[src/design/lbp_ram.sv]
// Generic single-write, single-read RAM with registered read data.
// No dependencies.
module lbp_ram #(
   parameter int WIDTH = 8,
   parameter int DEPTH = 16
) (
   input  logic                     clock,
   input  logic                     wr_en,
   input  logic [$clog2(DEPTH)-1:0] wr_addr,
   input  logic [WIDTH-1:0]         wr_data,
   input  logic                     rd_en,
   input  logic [$clog2(DEPTH)-1:0] rd_addr,
   output logic [WIDTH-1:0]         rd_data
);

   logic [WIDTH-1:0] mem_ff [DEPTH];
   logic [WIDTH-1:0] rd_data_ff;

   always_ff @(posedge clock) begin
      if (wr_en) begin
         mem_ff[wr_addr] <= wr_data;
      end
      if (rd_en) begin
         rd_data_ff <= mem_ff[rd_addr];
      end
   end

   assign rd_data = rd_data_ff;

endmodule

[config.mk]
export PLATFORM = sky130hd
export DESIGN_NAME = lbp_ram
export DESIGN_NICKNAME = d
export VERILOG_FILES = /design/src/design/lbp_ram.sv
export SDC_FILE = /design/constraint.sdc
export NUM_CORES = 1
export LEC_CHECK = 0
export ABC_AREA = 1
export BUFFER_PORTS_ARGS = -buffer_cell sky130_fd_sc_hd__buf_2
export CORE_UTILIZATION = 39
export CTS_CLUSTER_DIAMETER = 30
export DETAILED_ROUTE_END_ITERATION = 6
export SETUP_SLACK_MARGIN = 0.15
export SLEW_MARGIN = 15
export SYNTH_ARGS = -nofsm -noshare
export SYNTH_HDL_FRONTEND = slang
export SYNTH_SLANG_ARGS = --single-unit
[constraint.sdc]
create_clock -name clock -period 1.2 [get_ports clock]
set_input_delay 0.24 -clock clock [delete_from_list [all_inputs] [get_ports clock]]
set_output_delay 0.24 -clock clock [all_outputs]
set_load 0.03 [all_outputs]
==> results of run 1 <==
cell families after synthesis:
logic type | after synthesis
flip-flops | 136
buffers and inverters | 126
AND/OR/NAND/NOR | 289
through the flow:
stage                     utilization  hold slack [ps]  TNS (ps)  area, um^2  setup slack [ps]
after floorplan                     -            338.9         0        5907             30.99
after global placement         0.4340            621.0     -6657        6331            -305.9
after detailed placement       0.4340            611.7     -8048        6331            -323.8
after CTS                      0.4885            181.2    -148.6        7127            -46.48
after global routing           0.4981            186.4    -296.2        7267            -57.60
final                          0.4981            189.2    -66.30        7267            -29.18
Yosys cell counts:
master	n	area, um^2
buf_1	1	3.750
buf_2	13	65.06
buf_4	4	30.03
buf_6	6	67.56
edfxtp_1	136	4084
inv_1	100	375.4
inv_2	2	7.510
nand2_1	173	649.4
nand3_1	97	485.5
nand3b_1	2	15.01
nor2_1	17	63.81
registers in the layout, summed over array words and instances, names as in the netlist:
name	flops
mem_ff	128
rd_data	8
timing repair:
action | in CTS | in global routing
gates resized for setup | 42 | 30
pin swaps | 32 | 37
setup endpoints to repair | 16 | 16
power by group through the flow:
stage	Sequential (mW)	Clock (mW)	Combinational, mW
after floorplan	5.52	0	0.396
final	5.39	5.46	0.820
after global routing	5.40	5.72	0.900
after detailed placement	5.48	0	0.719
after global placement	5.48	0	0.713
after CTS	5.39	5.52	0.786
layer usage:
metal / share of wire / vias to the layer above
met5: 0 / -
met4: 0.024 / 0
met3: 0.047 / 27
met2: 0.49 / 120
met1: 0.44 / 1871
li1: - / 1867
worst register-to-register path: cells and delay by family (launching register included):
kind | cells | cell delay (ps)
buffers and inverters | 1 | 60
DFF | 1 | 360
and+or+nand+nor | 5 | 430
worst max path at each step:
stage	end	slack (ps)	cells past startpoint
after floorplan	mem_ff[0][0]	30	3
after global placement	rd_data[7]	-310	6
after detailed placement	rd_data[7]	-320	6
after CTS	rd_data[6]	-50	1
after global routing	rd_data[7]	-60	1
final	rd_data[6]	-30	1
cell type report:
type,count,area [um^2],share of cell area
inverters,102,385.4,0.05303
clock inverters,15,200.2,0.02755
flip-flops and latches,136,4084,0.5620
repair buffers,51,442.9,0.06095
clock buffers,17,425.4,0.05854
multi-input cells,289,1499,0.2063
well taps,184,230.2,0.03168
==> out/results.ini, run 1 <==
[die]
floorplan.initialDensity=0.4008
dieArea_um2=15490
core.rowCount=44
die-height_um=124.4
ios=27
coreArea_um2=14590
dieWidth_um=124.4

[worst_setup_path]
critical_path.startpoint=rd_data[6]
rr_startpoint=mem_ff[7][1]
max_stage_delay_ps=410
cp-end-kind=output pin
worst-path-buf-inv=1
cp_top_family=flip-flops
path_class=reg2out
cpMaxStageDelayCell=edfxtp_1
worstPathArrival_ps=990
reg2reg_slack_ps=100
path_max_fanout=1
startpoint_type=register
crit_chain=buf_6
rr_endpoint=rd_data[1]
reg2reg_depth=6
required_ps=960

[timing]
finClkSkew_ps=7.103
finalMaxSlewViolations=0
fmax_mhz=813.5
slew_headroom=0.6996
finalCriticalPeriod_ps=1229
fin_crit_sh=1.024
rsz0062_at_grt=true
final_hold_viol_count=0
worst_slew_pin_slew_ps=450.6
setup_viol=3
layout_setup_ws_ps=-29.18

[detailed_routing]
viasPerCell=4.893
vias=3885
routed_wl_um=13320
drt_pass1_iterations=5
antenna_left=0
dr.first_iter.drc_count=287
drc=0
drt-wirelength-per-cell_um=16.78

[clock_network]
cts_hold_buf=0
clock-sinks=136
clkTransAtPathRegs_ps=60
cts_max_level=4
clock_latency_ps=420
post-cts-setup-buffers=0
root_buffer=clkbuf_16
numCtsBuffers=17
cts_tree=done
clockBufferDepth=2

[pwr]
vdd_drop_max_v=0.001077
p_sw_mw=2.564
combPwrFrac=0.070
cell_internal_pwr_mw=9.106
p_total_mw=11.67
clockPowerShare=0.468
p_leak_nw=3.099
pwr-share-seq=0.462
p_per_area_nw_per_um2=1606
switching_share=0.2197

[finish]
final_common_cell=nand2_1
diodes=0
layout_common_cells=168 x nand2_1, 136 x edfxtp_1, 99 x inv_1
drive_gt1_frac=0.2426
fillers=1299
nNetsFinal=616
area_growth_syn_to_layout_pct=24.29
final_cells=794

[place]
gp_congestion=0.7979
port_buffers=26
detailed_place_hpwl_um=8201
place_inst=762

[logic_synthesis]
yosys.area_share.simple=0.2076
synth-compound-area-share=0
syn_nets=570
synth-seq-cells=136
synthXorXnorAreaFrac=0
syn_inst=551
synthMuxAreaShare=0
synth_cell_types=11
synthAdderAreaFrac=0
mappedNetlistArea_um2=5847
synth_top_family_by_area=simple AND/OR/NAND/NOR gates
avgSynthCellArea_um2=10.61
yosys_warnings=0
seq_area_frac_synth=0.6985

[global_route]
grtUsageMet3=0.03651
met2_usage=0.3013
grt_overflow=0
grt_usage=0.1836
grt_use_met1=0.2392
antenna_found_initial=0
grt_pass1_wl_um=21480
grt_max_degree=34
busiest_layer=met2
grt_pass1_vias=3908

[worst_hold_path]
hp-class=in2reg
hold_path.startpoint=rd_en
hold_depth=1
min_to=rd_data[5]

[flow_run]
cap_violations=0

[status]
violations=setup timing
status=finished with violations

(Power assumes the default switching activity.)
==> run 2, diff against run 1 <==
Settings changed: ABC_CLOCK_PERIOD_IN_PS from default to 1200, BUFFER_PORTS_ARGS -buffer_cell sky130_fd_sc_hd__buf_2 to -buffer_cell sky130_fd_sc_hd__buf_4.
==> run 2 against run 1 <==
  * The run still ends with setup timing left
  * Utilization up 0.37 points
  * Total power down 2.5%
  * Combinational power up 2.7%
  * Final area up 0.74%
  * Critical path type unchanged
==> out/results.ini, run 2 (synthesis gave the netlist of run 1 again) <==
[clock_network]
clock-sinks=136  ; unchanged
root_buffer=clkbuf_16
numCtsBuffers=17  ; unchanged
post-cts-setup-buffers=0  ; unchanged
clkTransAtPathRegs_ps=50  ; about the same
clockBufferDepth=2  ; unchanged
cts_tree=done
cts_hold_buf=0  ; unchanged
cts_max_level=4  ; unchanged
clock_latency_ps=410  ; about the same

[global_route]
grt_usage=0.1792  ; -0.004417
grt_pass1_vias=3811  ; -2.5%
antenna_found_initial=0  ; unchanged
grt_pass1_wl_um=20730  ; -3.5%
grt_overflow=0  ; unchanged
grt_max_degree=35  ; +2.9%

[finish]
drive_gt1_frac=0.2350  ; -0.007615
final_core_util=0.5018  ; +0.003688
final_common_cell=nand2_1
largest_reg_flops=128  ; unchanged
diodes=0  ; unchanged
area_growth_syn_to_layout_pct=25.21
nNetsFinal=623  ; +1.1%
regMostFlops=mem_ff
layout_common_cells=168 x nand2_1, 136 x edfxtp_1, 99 x inv_1
final_cells=801  ; +0.88%

[die]
dieArea_um2=15490  ; unchanged
core.rowCount=44  ; unchanged
ios=27  ; unchanged
dieWidth_um=124.4  ; unchanged
coreArea_um2=14590  ; unchanged
die-height_um=124.4  ; unchanged
floorplan.initialDensity=0.4008  ; unchanged

[worst_setup_path]
reg2reg_slack_ps=140  ; +40 ps
startpoint_type=register
worstPathArrival_ps=1050  ; +60 ps
required_ps=960  ; about the same
rr_startpoint=mem_ff[4][0]
rr_endpoint=rd_data[0]
crit_chain=buf_6
max_stage_delay_ps=460  ; +50 ps
cp-end-kind=output pin
cpMaxStageDelayCell=edfxtp_1
cp_top_family=flip-flops
path_max_fanout=1  ; unchanged
worst-path-buf-inv=1  ; unchanged
reg2reg_depth=6  ; unchanged
path_class=reg2out

[place]
port_buffers=26  ; unchanged
dp_worst_setup_slack_ps=-217.1  ; +106.7 ps
place_inst=769  ; +0.92%
gp_congestion=0.7762  ; -2.7%
detailed_place_hpwl_um=8490  ; +3.5%

[detailed_routing]
routed_wl_um=13090  ; -1.8%
vias=3904  ; +0.49%
drt-wirelength-per-cell_um=16.34  ; -2.6%
drc=0  ; unchanged
dr.first_iter.drc_count=288  ; +0.35%
viasPerCell=4.874  ; -0.39%
antenna_left=0  ; unchanged
drt_pass1_iterations=5  ; unchanged

[worst_hold_path]
hold_path.startpoint=wr_data[3]
hp-class=in2reg
min_to=mem_ff[14][3]
hold_depth=1  ; unchanged

[status]
violations=setup timing
status=finished with violations

[pwr]
p_total_mw=11.38  ; -2.5%
p_leak_nw=3.127  ; +0.89%
vdd_drop_max_v=0.0009054  ; -16%
p_per_area_nw_per_um2=1555  ; -3.2%

[timing]
slew_headroom=0.6661  ; -0.03350
fin_crit_sh=1.075  ; +0.05043
finalSetupTns_ps=-319.5  ; -253.2 ps
finClkSkew_ps=5.973  ; -1.130 ps
setup_viol=6  ; +3
worst_slew_pin_slew_ps=500.3  ; +49.69 ps
finalMaxSlewViolations=0  ; unchanged
finalCriticalPeriod_ps=1290  ; +60.52 ps
rsz0062_at_grt=true
final_hold_viol_count=0  ; unchanged
layout_setup_ws_ps=-89.70  ; -60.52 ps
fmax_mhz=775.4  ; -4.7%

[flow_run]
cap_violations=0  ; unchanged

-- run 2: worst max path at each step --
stage / cells after the start / endpoint / from
detailed placement: 8 / rd_data[7] / rd_addr[0]
floorplan: 3 / mem_ff[0][0] / wr_addr[0]
global placement: 8 / rd_data[7] / rd_addr[0]
CTS: 1 / rd_data[1] / rd_data[1]
finish: 1 / rd_data[5] / rd_data[5]
global route: 1 / rd_data[5] / rd_data[5]
-- run 2: routing by layer --
metal	GRT usage	routed length [um]	up-vias
li1	-	-	1886
met2	0.2879	6473	76
met4	0.07229	193	0
met1	0.2297	5973	1924
met5	0	0	-
met3	0.04768	446	18
-- run 2: what timing repair did --
item,CTS,global route
gates resized for setup,21,33
setup endpoints to repair,14,16
pin swaps,6,35
-- run 2: area by class of cell --
type | count | area [um^2]
clock buffers | 18 | 429.2
well taps | 184 | 230.2
fillers | 1253 | 7268
clock inverters | 14 | 157.7
flip-flops and latches | 136 | 4084
multi-input cells | 289 | 1459
inverters | 102 | 382.9
repair buffers | 58 | 578.1
-- run 2: report_power, final --
part	switching (mW)	internal [mW]
Combinational	0.533	0.309
Sequential	0.0404	5.35
Clock	1.91	3.24
-- run 2: per-stage QoR --
| step | cell area [um^2] | hold WS (ps) |
|---|---|---|
| after floorplan | 5907 | 338.9 |
| after global placement | 6486 | 564.7 |
| after detailed placement | 6486 | 574.7 |
| after CTS | 7168 | 145.4 |
| after global routing | 7321 | 141.3 |
| final | 7321 | 146.9 |
